`config.mk`:
```
export PLATFORM = sky130hd
export DESIGN_NAME = paired_backref_lz_decoder_unit
export DESIGN_NICKNAME = d
export VERILOG_FILES = /design/src/sv/bprlz_pkg.sv /design/src/sv/paired_backref_lz_decoder_unit.sv /design/src/sv/bprlz_regs.sv /design/src/sv/bprlz_hist.sv /design/src/sv/bprlz_core.sv
export SDC_FILE = /design/constraint.sdc
export NUM_CORES = 2
export LEC_CHECK = 0
export BUFFER_PORTS_ARGS = -buffer_cell sky130_fd_sc_hd__buf_2
export CAP_MARGIN = 10
export CORE_ASPECT_RATIO = 0.9
export CORE_MARGIN = 2
export CORE_UTILIZATION = 35
export CTS_CLUSTER_SIZE = 30
export DETAILED_ROUTE_END_ITERATION = 7
export PLACE_DENSITY = 0.49
export SLEW_MARGIN = 10
export SYNTH_ARGS = -nofsm -noshare
export SYNTH_HDL_FRONTEND = slang
export SYNTH_SLANG_ARGS = --single-unit
```
`constraint.sdc`:
```
create_clock -name i_clk -period 7 [get_ports i_clk]
set_clock_uncertainty 0.15 [all_clocks]
set_input_delay 0.35 -clock i_clk [delete_from_list [all_inputs] [get_ports i_clk]]
set_output_delay 0.35 -clock i_clk [all_outputs]
set_load 0.02 [all_outputs]
```
`src/sv/bprlz_pkg.sv`:
```
`timescale 1ns / 1ps
// ----------------------------------------------------------------------------
// bprlz_pkg
// Shared types and constants of the paired back-reference LZ decoder.
// ----------------------------------------------------------------------------
package bprlz_pkg;

    localparam int POS_W         = 17;
    localparam int HISTORY_DEPTH_DEF = 256;
    localparam int TDATA_IN_W    = 8;
    localparam int TDATA_OUT_W   = 32;
    localparam int APB_AW        = 4;
    localparam int APB_DW        = 32;

    localparam logic [POS_W-1:0] POS_MAX   = '1;
    localparam logic [POS_W-1:0] CAP_RESET = '1;

    // register indexes (word address)
    localparam logic [1:0] REG_START = 2'd0;
    localparam logic [1:0] REG_END   = 2'd1;
    localparam logic [1:0] REG_CAP   = 2'd2;
    localparam logic [1:0] REG_BIAS  = 2'd3;

    // result status codes
    localparam logic [1:0] ST_BYTE   = 2'd0;
    localparam logic [1:0] ST_FINISH = 2'd1;
    localparam logic [1:0] ST_ERROR  = 2'd2;

    localparam logic [7:0] CTRL_REF   = 8'h80;
    localparam logic [3:0] LEN_BIAS   = 4'd2;

    typedef struct packed {
        logic [POS_W-1:0] start_pos;
        logic [POS_W-1:0] end_pos;
        logic [POS_W-1:0] cap_limit;
        logic             bias_en;
    } t_cfg;

    typedef struct packed {
        logic we;
        logic re;
    } t_hist_ctl;

endpackage

```
`src/sv/paired_backref_lz_decoder_unit.sv`:
```
`timescale 1ns / 1ps
// ----------------------------------------------------------------------------
// paired_backref_lz_decoder_unit
// Byte-oriented LZ77 first-stage decoder with paired back references and a
// 256-byte history ring that persists across runs.
// ----------------------------------------------------------------------------
// Channel   Dir  Payload
// s_axis    in   tdata[7:0] data_byte, tuser first_byte, tlast final_byte
// m_axis    out  tdata out_byte/status/consumed_count, tlast last_of_run
// apb       in   start_position, end_position, capacity_limit, bias_enable
//
// A source byte is registered in S_IDLE and decoded in the next cycle, in
// S_DEC. A literal then passes S_LIT and S_POST; a first-of-pair control
// byte returns to S_IDLE; a back reference passes S_CHK, one S_RD/S_WR
// history read/write pair per copied byte, and S_POST. A finish or error
// result adds S_EMIT. Output stalls hold the sequencer at its next result.
// Reset clears control state and the history valid bits; no clearing pass.
// ----------------------------------------------------------------------------
module paired_backref_lz_decoder_unit #(
    parameter int HISTORY_DEPTH = bprlz_pkg::HISTORY_DEPTH_DEF
) (
    input  logic                              i_clk,
    input  logic                              i_rst_n,
    input  logic                              i_s_tvalid,
    output logic                              o_s_tready,
    input  logic [bprlz_pkg::TDATA_IN_W-1:0]  i_s_tdata,  // [7:0] data_byte
    input  logic                              i_s_tuser,  // first_byte
    input  logic                              i_s_tlast,  // final_byte
    output logic                              o_m_tvalid,
    input  logic                              i_m_tready,
    // [7:0] out_byte, [9:8] status, [26:10] consumed_count, [31:27] zero
    output logic [bprlz_pkg::TDATA_OUT_W-1:0] o_m_tdata,
    output logic                              o_m_tlast,  // last_of_run
    input  logic                              i_psel,
    input  logic                              i_penable,
    input  logic                              i_pwrite,
    input  logic [bprlz_pkg::APB_AW-1:0]      i_paddr,
    input  logic [bprlz_pkg::APB_DW-1:0]      i_pwdata,
    output logic [bprlz_pkg::APB_DW-1:0]      o_prdata,
    output logic                              o_pready
);
    import bprlz_pkg::*;

    localparam int AW = $clog2(HISTORY_DEPTH);

    t_cfg          cfg;
    t_hist_ctl     hctl;
    logic [AW-1:0] waddr;
    logic [AW-1:0] raddr;
    logic [7:0]    wdata;
    logic [7:0]    rdata;

    bprlz_regs u_regs (
        .i_clk     (i_clk),
        .i_rst_n   (i_rst_n),
        .i_psel    (i_psel),
        .i_penable (i_penable),
        .i_pwrite  (i_pwrite),
        .i_paddr   (i_paddr),
        .i_pwdata  (i_pwdata),
        .o_prdata  (o_prdata),
        .o_pready  (o_pready),
        .o_cfg     (cfg)
    );

    bprlz_hist #(.HISTORY_DEPTH(HISTORY_DEPTH)) u_hist (
        .i_clk   (i_clk),
        .i_rst_n (i_rst_n),
        .i_ctl   (hctl),
        .i_waddr (waddr),
        .i_wdata (wdata),
        .i_raddr (raddr),
        .o_rdata (rdata)
    );

    bprlz_core #(.HISTORY_DEPTH(HISTORY_DEPTH)) u_core (
        .i_clk      (i_clk),
        .i_rst_n    (i_rst_n),
        .i_cfg      (cfg),
        .i_s_tvalid (i_s_tvalid),
        .o_s_tready (o_s_tready),
        .i_data     (i_s_tdata),
        .i_first    (i_s_tuser),
        .i_final    (i_s_tlast),
        .o_m_tvalid (o_m_tvalid),
        .i_m_tready (i_m_tready),
        .o_m_tdata  (o_m_tdata),
        .o_m_tlast  (o_m_tlast),
        .o_hctl     (hctl),
        .o_waddr    (waddr),
        .o_wdata    (wdata),
        .o_raddr    (raddr),
        .i_rdata    (rdata)
    );

endmodule

```
`src/sv/bprlz_regs.sv`:
```
`timescale 1ns / 1ps
// ----------------------------------------------------------------------------
// bprlz_regs
// APB register bank: run start, run end, capacity limit and literal bias.
// ----------------------------------------------------------------------------
module bprlz_regs (
    input  logic                       i_clk,
    input  logic                       i_rst_n,
    input  logic                       i_psel,
    input  logic                       i_penable,
    input  logic                       i_pwrite,
    input  logic [bprlz_pkg::APB_AW-1:0] i_paddr,
    input  logic [bprlz_pkg::APB_DW-1:0] i_pwdata,
    output logic [bprlz_pkg::APB_DW-1:0] o_prdata,
    output logic                       o_pready,
    output bprlz_pkg::t_cfg            o_cfg
);
    import bprlz_pkg::*;

    t_cfg       r_cfg;
    logic       wr_en;
    logic [1:0] reg_idx;

    assign wr_en    = i_psel & i_penable & i_pwrite;
    assign reg_idx  = i_paddr[3:2];
    assign o_pready = 1'b1;
    assign o_cfg    = r_cfg;

    always_ff @(posedge i_clk) begin
        if (!i_rst_n) begin
            r_cfg.start_pos <= '0;
            r_cfg.end_pos   <= '0;
            r_cfg.cap_limit <= CAP_RESET;
            r_cfg.bias_en   <= 1'b0;
        end else if (wr_en) begin
            unique case (reg_idx)
                REG_START: r_cfg.start_pos <= i_pwdata[POS_W-1:0];
                REG_END:   r_cfg.end_pos   <= i_pwdata[POS_W-1:0];
                REG_CAP:   r_cfg.cap_limit <= i_pwdata[POS_W-1:0];
                REG_BIAS:  r_cfg.bias_en   <= i_pwdata[0];
                default:   r_cfg.bias_en   <= r_cfg.bias_en;
            endcase
        end
    end

    always_comb begin
        o_prdata = '0;
        unique case (reg_idx)
            REG_START: o_prdata[POS_W-1:0] = r_cfg.start_pos;
            REG_END:   o_prdata[POS_W-1:0] = r_cfg.end_pos;
            REG_CAP:   o_prdata[POS_W-1:0] = r_cfg.cap_limit;
            REG_BIAS:  o_prdata[0]         = r_cfg.bias_en;
            default:   o_prdata            = '0;
        endcase
    end

endmodule

```
`src/sv/bprlz_hist.sv`:
```
`timescale 1ns / 1ps
// ----------------------------------------------------------------------------
// bprlz_hist
// History ring: one write and one registered read per cycle. Per-entry valid
// bits make never-written entries read as zero after reset.
// ----------------------------------------------------------------------------
module bprlz_hist #(
    parameter int HISTORY_DEPTH = bprlz_pkg::HISTORY_DEPTH_DEF,
    localparam int AW = $clog2(HISTORY_DEPTH)
) (
    input  logic                 i_clk,
    input  logic                 i_rst_n,
    input  bprlz_pkg::t_hist_ctl i_ctl,
    input  logic [AW-1:0]        i_waddr,
    input  logic [7:0]           i_wdata,
    input  logic [AW-1:0]        i_raddr,
    output logic [7:0]           o_rdata
);
    import bprlz_pkg::*;

    logic [7:0]               r_mem [HISTORY_DEPTH];
    logic [HISTORY_DEPTH-1:0] r_valid;
    logic [7:0]               r_rdata;
    logic                     r_rvalid;

    always_ff @(posedge i_clk) begin
        if (i_ctl.we) begin
            r_mem[i_waddr] <= i_wdata;
        end
        if (i_ctl.re) begin
            r_rdata <= r_mem[i_raddr];
        end
    end

    always_ff @(posedge i_clk) begin
        if (!i_rst_n) begin
            r_valid  <= '0;
            r_rvalid <= 1'b0;
        end else begin
            if (i_ctl.we) begin
                r_valid[i_waddr] <= 1'b1;
            end
            if (i_ctl.re) begin
                r_rvalid <= r_valid[i_raddr];
            end
        end
    end

    assign o_rdata = r_rvalid ? r_rdata : 8'h00;

endmodule

```
`src/sv/bprlz_core.sv`:
```
`timescale 1ns / 1ps
// ----------------------------------------------------------------------------
// bprlz_core
// Decode sequencer: parses control/extras bytes, walks back-reference copies
// one byte per read/write pair, and drives the result register.
// ----------------------------------------------------------------------------
module bprlz_core #(
    parameter int HISTORY_DEPTH = bprlz_pkg::HISTORY_DEPTH_DEF,
    localparam int AW = $clog2(HISTORY_DEPTH)
) (
    input  logic                    i_clk,
    input  logic                    i_rst_n,
    input  bprlz_pkg::t_cfg         i_cfg,
    input  logic                    i_s_tvalid,
    output logic                    o_s_tready,
    input  logic [7:0]              i_data,
    input  logic                    i_first,
    input  logic                    i_final,
    output logic                    o_m_tvalid,
    input  logic                    i_m_tready,
    output logic [bprlz_pkg::TDATA_OUT_W-1:0] o_m_tdata,
    output logic                    o_m_tlast,
    output bprlz_pkg::t_hist_ctl    o_hctl,
    output logic [AW-1:0]           o_waddr,
    output logic [7:0]              o_wdata,
    output logic [AW-1:0]           o_raddr,
    input  logic [7:0]              i_rdata
);
    import bprlz_pkg::*;

    typedef enum logic [2:0] {
        S_IDLE, S_DEC, S_CHK, S_RD, S_WR, S_LIT, S_POST, S_EMIT
    } t_state;

    t_state           r_state;
    logic [7:0]       r_data;
    logic             r_fin;
    logic             r_run;
    logic             r_await;
    logic             r_pair;
    logic [7:0]       r_hctrl;
    logic [7:0]       r_hext;
    logic [POS_W-1:0] r_wp;
    logic [POS_W-1:0] r_sc;
    logic [8:0]       r_dist;
    logic [3:0]       r_cnt;
    logic [AW-1:0]    r_src;
    logic [7:0]       r_lit;
    logic [1:0]       r_pst;
    logic [POS_W-1:0] r_pcnt;
    logic             r_ovalid;
    logic [TDATA_OUT_W-1:0] r_odata;
    logic             r_olast;

    logic             can_emit;
    logic             emit_fire;
    logic [POS_W-1:0] wp_inc;
    logic [POS_W-1:0] sc_inc;
    logic             end_after;
    logic [7:0]       wr_byte;
    logic [7:0]       lit_val;

    assign can_emit  = !r_ovalid || i_m_tready;
    // a new result is loaded into the output register this cycle
    assign emit_fire = can_emit &&
                       ((r_state == S_WR) || (r_state == S_LIT) || (r_state == S_EMIT));
    assign wp_inc    = r_wp + POS_W'(1);
    assign sc_inc    = (r_sc == POS_MAX) ? r_sc : r_sc + POS_W'(1);
    assign end_after = wp_inc >= i_cfg.end_pos;
    assign lit_val   = (r_data != 8'h00 && i_cfg.bias_en) ? {1'b1, r_data[6:0]} : r_data;
    assign wr_byte   = (r_state == S_WR) ? i_rdata : r_lit;

    assign o_s_tready = (r_state == S_IDLE);
    assign o_m_tvalid = r_ovalid;
    assign o_m_tdata  = r_odata;
    assign o_m_tlast  = r_olast;

    assign o_hctl.we = ((r_state == S_WR) || (r_state == S_LIT)) && can_emit;
    assign o_hctl.re = (r_state == S_RD);
    assign o_waddr   = r_wp[AW-1:0];
    assign o_wdata   = wr_byte;
    assign o_raddr   = r_src;

    always_ff @(posedge i_clk) begin
        if (!i_rst_n) begin
            r_state  <= S_IDLE;
            r_run    <= 1'b0;
            r_await  <= 1'b0;
            r_pair   <= 1'b0;
            r_hctrl  <= '0;
            r_hext   <= '0;
            r_wp     <= '0;
            r_sc     <= '0;
            r_ovalid <= 1'b0;
        end else begin
            if (i_m_tready && !emit_fire) begin
                r_ovalid <= 1'b0;
            end
            unique case (r_state)
                S_IDLE: begin
                    if (i_s_tvalid) begin
                        r_data <= i_data;
                        r_fin  <= i_final;
                        if (i_first) begin
                            r_wp    <= i_cfg.start_pos;
                            r_sc    <= '0;
                            r_pair  <= 1'b0;
                            r_await <= 1'b0;
                            r_run   <= 1'b1;
                        end
                        r_state <= S_DEC;
                    end
                end
                S_DEC: begin
                    if (!r_run) begin
                        r_state <= S_IDLE;
                    end else if (r_await) begin
                        r_hext  <= r_data;
                        r_sc    <= sc_inc;
                        r_await <= 1'b0;
                        r_pair  <= 1'b1;
                        r_dist  <= {1'b0, r_hctrl[6:0], r_data[4]} + 9'd1;
                        r_cnt   <= {1'b0, r_data[7:5]} + LEN_BIAS;
                        r_state <= S_CHK;
                    end else if (r_wp >= i_cfg.end_pos) begin
                        r_pst   <= ST_FINISH;
                        r_pcnt  <= r_sc;
                        r_run   <= 1'b0;
                        r_state <= S_EMIT;
                    end else if (r_wp >= i_cfg.cap_limit) begin
                        r_pst   <= ST_ERROR;
                        r_run   <= 1'b0;
                        r_state <= S_EMIT;
                    end else if (r_data < CTRL_REF) begin
                        r_lit   <= lit_val;
                        r_sc    <= sc_inc;
                        r_state <= S_LIT;
                    end else if (!r_pair) begin
                        if (r_fin) begin
                            r_pst   <= ST_ERROR;
                            r_run   <= 1'b0;
                            r_state <= S_EMIT;
                        end else begin
                            r_hctrl <= r_data;
                            r_sc    <= sc_inc;
                            r_await <= 1'b1;
                            r_state <= S_IDLE;
                        end
                    end else begin
                        r_dist  <= {1'b0, r_data[6:0], r_hext[0]} + 9'd1;
                        r_cnt   <= {1'b0, r_hext[3:1]} + LEN_BIAS;
                        r_sc    <= sc_inc;
                        r_pair  <= 1'b0;
                        r_state <= S_CHK;
                    end
                end
                S_CHK: begin
                    if (POS_W'(r_dist) > r_wp) begin
                        r_pst   <= ST_ERROR;
                        r_run   <= 1'b0;
                        r_state <= S_EMIT;
                    end else begin
                        // distance of a full ring wraps to the same slot
                        r_src   <= r_wp[AW-1:0] - r_dist[AW-1:0];
                        r_state <= S_RD;
                    end
                end
                S_RD: begin
                    if (r_wp >= i_cfg.cap_limit) begin
                        r_pst   <= ST_ERROR;
                        r_run   <= 1'b0;
                        r_state <= S_EMIT;
                    end else begin
                        r_state <= S_WR;
                    end
                end
                S_WR: begin
                    if (can_emit) begin
                        r_ovalid <= 1'b1;
                        r_odata  <= {{(TDATA_OUT_W-POS_W-10){1'b0}}, {POS_W{1'b0}},
                                     ST_BYTE, wr_byte};
                        r_olast  <= (r_cnt == 4'd1) && !end_after && !r_fin;
                        r_wp     <= wp_inc;
                        r_src    <= r_src + AW'(1);
                        r_cnt    <= r_cnt - 4'd1;
                        r_state  <= (r_cnt == 4'd1) ? S_POST : S_RD;
                    end
                end
                S_LIT: begin
                    if (can_emit) begin
                        r_ovalid <= 1'b1;
                        r_odata  <= {{(TDATA_OUT_W-POS_W-10){1'b0}}, {POS_W{1'b0}},
                                     ST_BYTE, wr_byte};
                        r_olast  <= !end_after && !r_fin;
                        r_wp     <= wp_inc;
                        r_state  <= S_POST;
                    end
                end
                S_POST: begin
                    if (r_wp >= i_cfg.end_pos) begin
                        r_pst   <= ST_FINISH;
                        r_pcnt  <= r_sc;
                        r_run   <= 1'b0;
                        r_state <= S_EMIT;
                    end else if (r_fin) begin
                        r_pst   <= ST_ERROR;
                        r_run   <= 1'b0;
                        r_state <= S_EMIT;
                    end else begin
                        r_state <= S_IDLE;
                    end
                end
                S_EMIT: begin
                    if (can_emit) begin
                        r_ovalid <= 1'b1;
                        r_odata  <= {{(TDATA_OUT_W-POS_W-10){1'b0}},
                                     (r_pst == ST_FINISH) ? r_pcnt : {POS_W{1'b0}},
                                     r_pst, 8'h00};
                        r_olast  <= 1'b1;
                        r_state  <= S_IDLE;
                    end
                end
                default: r_state <= S_IDLE;
            endcase
        end
    end

endmodule
```
* Word-level counts from Yosys, hierarchy flattened
Memories as Yosys holds them, arrays and structs flattened. A register that Yosys moved wholly into a read port is not among the register bits.
Cells that the tools add are included.
** Cells by class
- Add/sub/neg operators :: 9
- Multipliers :: 0
- Divide/modulo/power cells :: 0
- Order comparisons :: 8
- Eq/ne operators :: 35
- Shifts and indexed selects :: 0
- Muxes and demuxes :: 112
- Bitwise operators :: 9
- Reduce and logical (&&, ||, !) cells :: 51
** Operator list (number)
- two-way mux 17 bit :: 17
- bitwise OR 256 bit :: 1
- case mux 17 bit (2 select lines) :: 3
- two-way mux 32 bit :: 2
- case mux 32 bit (2 select lines) :: 1
- greater-or-equal comparator 17 bit :: 3
- case mux 16 bit (3 select lines) :: 1
- two-way mux 9 bit :: 5
- two-way mux 3 bit :: 14
- two-way mux 1 bit :: 36
- adder 17 x 1 -> 17 bit, second input constant :: 2
- two-way mux 8 bit :: 4
- two-way mux 4 bit :: 7
- AND reduction 7 bit :: 4
- case mux 3 bit (8 select lines) :: 1
- AND reduction 4 bit :: 6
- AND reduction 8 bit :: 3
- two-way mux 2 bit :: 11
- != test 2 x 1 -> 1 bit, second input constant :: 11
- adder 8 x 1 -> 9 bit, second input constant :: 2
- < comparator 8 x 9 -> 1 bit, second input constant :: 2
- == test 17 bit, second input constant :: 1
- greater-than comparator 9 x 17 -> 1 bit :: 1
- case mux 8 bit (2 select lines) :: 1
- other kinds (43) :: 85
** Storage, ports and cells
- Register bits :: 451
- Bits in latches :: 0
- Memory bits (writable) :: 2048
- ROM bits :: 0
- Input bits :: 53
- Output and inout port bits :: 68
- Logic and storage cells :: 251
- Memories :: 1
** Memory list
- u_hist.r_mem :: words 256, bits a word 8, rd ports 1, clocked after memory_dff 1, write ports 1, line bprlz_hist.sv:21 : logic [7:0] r_mem [HISTORY_DEPTH];

* Depth between registers and ports, before layout
- Depth in word-level cells :: 10
- Gate-level depth with buffers :: 14
- Gate-level depth less buffers :: 12

* Hierarchy
A second synthesis with hierarchy kept.
** Second synthesis, totals
- Cell total of the unflattened synthesis :: 5432
- Area total of the unflattened synthesis :: 99265.2 sq um
** Modules (own cells, without submodules)
- bprlz_hist :: times used 1, cells each 4238, area each 88009.4 sq um
- bprlz_core :: times used 1, cells each 910, area each 8597.0 sq um
- bprlz_regs :: times used 1, cells each 284, area each 2658.8 sq um

* Worst setup path after synthesis
OpenSTA, ideal clock, no wires.
- Path type :: reg2reg
- From :: reg u_core.r_state[2]
- To :: mem u_hist.r_mem[0][6] (data pin)
- Library setup time :: 0.821 ns
- Arrival :: 4.382 ns
- Data required time :: 6.029 ns
- Setup slack :: 1.647 ns
- Stages on the path, launching flop included :: 8
- Buffers on the path :: 3
- Period minus slack after synthesis :: 5.353 ns
- Cell sequence :: dfxtp_1 -> clkbuf_1 -> inv_1 -> or3_1 -> clkbuf_1 -> clkbuf_1 -> nand2_1 -> nand2_1
** On the way
- Word-level cells in the longest chain between the ends :: 2
** RTL lines
- start: declaration :: line bprlz_core.sv:35 : t_state r_state;
- start signal: assignment :: line bprlz_core.sv:186 : r_state <= (r_cnt == 4'd1) ? S_POST : S_RD;
- == test 3 bit :: line bprlz_core.sv:71 : assign wr_byte = (r_state == S_WR) ? i_rdata : r_lit;
- two-way mux 8 bit :: line bprlz_core.sv:71
- named net u_core.o_wdata[6] :: line bprlz_core.sv:25 : output logic [7:0] o_wdata,
- end: declaration :: line bprlz_hist.sv:21
The timed path passes the listed nets, and every way through them passes these cells.

* Worst setup path after layout
- From :: reg u_core.r_src[0], in the netlist u_core.o_raddr[0]
- To :: reg u_hist.r_rvalid
** On the way
- Word-level cells in the longest chain between the ends :: 2
** RTL lines
- start: declaration :: line bprlz_core.sv:47 : logic [AW-1:0] r_src;
- start signal: assignment :: line bprlz_core.sv:164 : r_src <= r_wp[AW-1:0] - r_dist[AW-1:0];
- start signal: assignment :: line bprlz_core.sv:184 : r_src <= r_src + AW'(1);
- binary-select mux 1 bit (select 8 bit) :: line bprlz_hist.sv:44 : r_rvalid <= r_valid[i_raddr];
- two-way mux 1 bit (implied by the code) :: line bprlz_hist.sv:44
- end signal: assignment :: line bprlz_hist.sv:44
- end: declaration :: line bprlz_hist.sv:24 : logic r_rvalid;
Every way passes these cells. The select of a mux whose other input is x is not followed.
A chain may end at the register's enable or synchronous reset.

==> impl_results.html <==
<table>
<tr><th>Metric</th><th>Value</th></tr>
<tr><th colspan="2">Outcome</th></tr>
<tr><td>Outcome</td><td>completed</td></tr>
<tr><th colspan="2">Synthesis</th></tr>
<tr><td>Primary flip-flop cell chosen by synthesis mapping</td><td>edfxtp_1</td></tr>
<tr><td>Cells after synthesis</td><td>6068</td></tr>
<tr><td>Top cells by instance count after synthesis</td><td>edfxtp_1 (2141), nor2_1 (872), mux4_2 (423)</td></tr>
<tr><td>FFs w/ async S/R, synth</td><td>0</td></tr>
<tr><td>Register area share after synthesis</td><td>0.715</td></tr>
<tr><td>Post-synthesis area per instance</td><td>16.5 um^2</td></tr>
<tr><td>Most repeated cell in the gate-level netlist after synthesis</td><td>edfxtp_1</td></tr>
<tr><td>Cell type contributing the most total cell area after synthesis</td><td>edfxtp_1</td></tr>
<tr><td>Yosys Warn Count</td><td>0</td></tr>
<tr><td>Ranking of synthesized cells by area</td><td>edfxtp_1 (64%), mux4_2 (9.5%), dfxtp_1 (7.2%)</td></tr>
<tr><td>Share of the synthesized area in the top cell type</td><td>0.642</td></tr>
<tr><td>Syn Std Cell Area</td><td>0.100 mm^2</td></tr>
<tr><td>Register bit total from synthesis</td><td>2502</td></tr>
<tr><td>Netlist cell types</td><td>81</td></tr>
<tr><td>Post-synth EDFFs</td><td>2141</td></tr>
<tr><th colspan="2">Timing</th></tr>
<tr><td>Final hold violation count</td><td>0</td></tr>
<tr><td>Period minus WS final</td><td>4.66 ns</td></tr>
<tr><td>Number of max-slew violations in the final report</td><td>0</td></tr>
<tr><td>Setup total negative slack</td><td>0 ns</td></tr>
<tr><td>Setup repair after global routing missed its margin</td><td>no</td></tr>
<tr><td>Post-route fraction of the period consumed by the critical path</td><td>0.666</td></tr>
<tr><td>Count of endpoints failing setup in the final report</td><td>0</td></tr>
<tr><td>Relative slew margins</td><td>0.154</td></tr>
<tr><td>Actual slew at the worst max-slew pin</td><td>1.26 ns</td></tr>
<tr><td>Highest achievable clock rate</td><td>214 MHz</td></tr>
<tr><th colspan="2">Power</th></tr>
<tr><td>Cell leakage power</td><td>36.7 nW</td></tr>
<tr><td>Peak supply drop</td><td>0.175 mV</td></tr>
<tr><td>Total power of the final layout</td><td>31.4 mW</td></tr>
<tr><td>Power density over the cells</td><td>277 mW/mm^2</td></tr>
<tr><th colspan="2">Floorplan</th></tr>
<tr><td>Top-level port count</td><td>121</td></tr>
<tr><td>CORE AREA</td><td>0.285 mm^2</td></tr>
<tr><td>Initial Util</td><td>0.351</td></tr>
<tr><td>Row Count</td><td>186</td></tr>
<tr><td>Die height</td><td>511 um</td></tr>
<tr><td>Total Die Area</td><td>0.290 mm^2</td></tr>
<tr><td>Floorplan die width</td><td>568 um</td></tr>
<tr><th colspan="2">Clock tree</th></tr>
<tr><td>Total of hold buffers inserted after clock tree synthesis</td><td>34</td></tr>
<tr><td>Post-CTS repair timing setup buffer count</td><td>0</td></tr>
<tr><td>CTS tree</td><td>done</td></tr>
<tr><td>Clock tree sinks</td><td>2502</td></tr>
<tr><td>Number of clock buffers inserted by TritonCTS</td><td>273</td></tr>
<tr><td>Maximum count of clock buffers along a single path</td><td>4</td></tr>
<tr><td>Clock transition at the register clock pins on the worst setup and hold paths after CTS</td><td>0.06 ns</td></tr>
<tr><td>Cell at the root of the clock tree</td><td>clkbuf_16</td></tr>
<tr><td>Clock latency reported for the late side of the worst-skew pair</td><td>0.87 ns</td></tr>
<tr><td>Total number of H-tree levels</td><td>5</td></tr>
<tr><td>Number of gates given a new drive strength after cts</td><td>0</td></tr>
<tr><th colspan="2">Detailed routing</th></tr>
<tr><td>Post-detailed-route wirelength per cell</td><td>28.8 um</td></tr>
<tr><td>First drt pass iteration count</td><td>6</td></tr>
<tr><td>Detailed Route WL</td><td>294000 um</td></tr>
<tr><td>Starting DRC count in detailed routing</td><td>6600</td></tr>
<tr><td>Routed vias</td><td>55900</td></tr>
<tr><td>Post-route antenna net violation count</td><td>0</td></tr>
<tr><td>Vias per std cell</td><td>5.48</td></tr>
<tr><td>Post-route DRC</td><td>0</td></tr>
<tr><th colspan="2">Worst setup path</th></tr>
<tr><td>Worst setup path category</td><td>reg -&gt; reg</td></tr>
<tr><td>WP data required</td><td>7.60 ns</td></tr>
<tr><td>Data arrival time of the worst path</td><td>5.26 ns</td></tr>
<tr><td>Element type at the critical path end</td><td>register</td></tr>
<tr><td>Worst-path maximum fanout</td><td>33</td></tr>
<tr><td>Category of the worst setup path launch point</td><td>register</td></tr>
<tr><th colspan="2">Place</th></tr>
<tr><td>Final Wtd Congestion</td><td>0.810</td></tr>
<tr><td>Port Buffers</td><td>82</td></tr>
<tr><td>HPWL Detailed</td><td>175000 um</td></tr>
<tr><td>Cell Count Post-Placement</td><td>9682</td></tr>
<tr><th colspan="2">Global routing</th></tr>
<tr><td>Global Route Usage Sum</td><td>0.199</td></tr>
<tr><td>Initial antenna violation count</td><td>20</td></tr>
<tr><td>First-pass GRT wire length</td><td>414000 um</td></tr>
<tr><td>Sum of overflow across all layers after global routing</td><td>0</td></tr>
<tr><td>Largest net degree at the start of global routing</td><td>186</td></tr>
<tr><td>Vias in the first global route</td><td>54400</td></tr>
<tr><th colspan="2">Worst hold path</th></tr>
<tr><td>Class of the tightest hold or removal check</td><td>in -&gt; reg</td></tr>
<tr><th colspan="2">Layout</th></tr>
<tr><td>Growth of design area from synthesis to finish</td><td>13.2%</td></tr>
<tr><td>Layout cell share with drive strength beyond 1</td><td>0.166</td></tr>
<tr><td>Final #Nets</td><td>6363</td></tr>
<tr><td>Layout Utilization</td><td>0.398</td></tr>
<tr><td>Cell Count, Final, Fillers Out</td><td>10200</td></tr>
<tr><th colspan="2">Job</th></tr>
<tr><td>Max-cap violation count</td><td>0</td></tr>
</table>
[cells by family after synthesis]
| family | share of synthesized area |
|---|---|
| muxes | 0.136 |
| adders and majority gates | 0.00995 |
| xor gates and xnor gates | 0.00280 |
| buffers and inverters | 0.0262 |
| DFF | 0.715 |
| and+or+nand+nor | 0.0599 |
| other | 0.0000750 |
| AOI/OAI and AO/OA | 0.0509 |
[worst paths after layout]
path | from | endpoint | slack [ns] | depth (start not counted)
max reg2reg | u_core.o_raddr[0]$_DFFE_PP_ | u_hist.r_rvalid$_SDFFE_PN0P_ | 2.34 | 9
min | i_s_tdata[7] | u_core.r_data[7]$_DFFE_PP_ | 0.06 | 2
min reg2reg | u_hist.r_valid[162]$_SDFFE_PN0P_ | u_hist.r_valid[162]$_SDFFE_PN0P_ | 0.31 | 2
max | u_core.o_raddr[0]$_DFFE_PP_ | u_hist.r_rvalid$_SDFFE_PN0P_ | 2.34 | 9
[state kept, by name, summed over array words and instances (netlist names), 3 cells and up]
signal and cells:
u_hist.r_mem 2048, u_hist.r_valid 256, u_regs.o_cfg 52, u_core.o_m_tdata 27, u_core.r_pcnt 17, u_core.r_sc 17
u_core.r_wp 17, u_core.r_dist 9, u_core.o_raddr 8, u_core.r_data 8, u_core.r_lit 8, u_hist.r_rdata 8
u_core.r_hctrl 7, u_core.r_cnt 4, u_core.r_hext 4, u_core.r_state 3
[power by group]
part	switching, mW	internal, mW
Combinational	0.887	0.341
Sequential	0.0400	16.2
Clock	5.93	7.99
[metrics by stage]
step	setup slack [ns]	hold WS (ns)	area (um^2)
floorplan	1.65	0.280	100000
global placement	2.32	0.292	104000
detailed placement	2.30	0.303	104000
CTS	2.28	0.00445	113000
global route	2.22	0.0207	113000
finish	2.34	0.0599	113000
[layer usage]
layer,part of all wire,track usage
met3,0.072,0.0373
met2,0.46,0.308
met1,0.45,0.289
met5,0.000027,0
met4,0.023,0.0462
[worst max-delay path, cell delays in order (launching register included)]
cell and delay, ns:
edfxtp_1 0.74, buf_12 0.29, buf_4 0.60, mux4_2 0.61
mux4_2 0.54, nand2_1 0.10, nand2_1 0.07, nor3_1 0.82
nor3_1 0.18, a311o_1 0.31
[final cells by class]
type                       count  area [um^2]
antenna                        5         12.5
clock buffer                 387         7540
clock inverter               104          942
fill                       25900       172000
inverter                      73          289
multi-input combinational   3137        26200
sequential                  2502        71500
tap                         3760         4700
timing repair buffer         244         2050
[placed cells by master, fill, tap and decap left out, types with 27 or more instances in the layout]
| cell type | n |
|---|---|
| edfxtp_1 | 2141 |
| nor2_1 | 865 |
| mux4_2 | 423 |
| mux2i_1 | 384 |
| dfxtp_1 | 361 |
| clkbuf_16 | 277 |
| nand2_1 | 256 |
| a21oi_1 | 198 |
| o221ai_1 | 164 |
| o22ai_1 | 107 |
| buf_4 | 101 |
| clkbuf_1 | 90 |
| buf_2 | 82 |
| nor3_1 | 81 |
| o21ai_0 | 78 |
| ha_1 | 78 |
| inv_1 | 68 |
| nand3_1 | 44 |
| a22oi_1 | 41 |
| clkinv_2 | 38 |
| dlygate4sd3_1 | 34 |
| clkinv_1 | 32 |
| and2_1 | 31 |
| o211ai_1 | 28 |
| buf_12 | 27 |
Power figures use the tool's default switching activity.
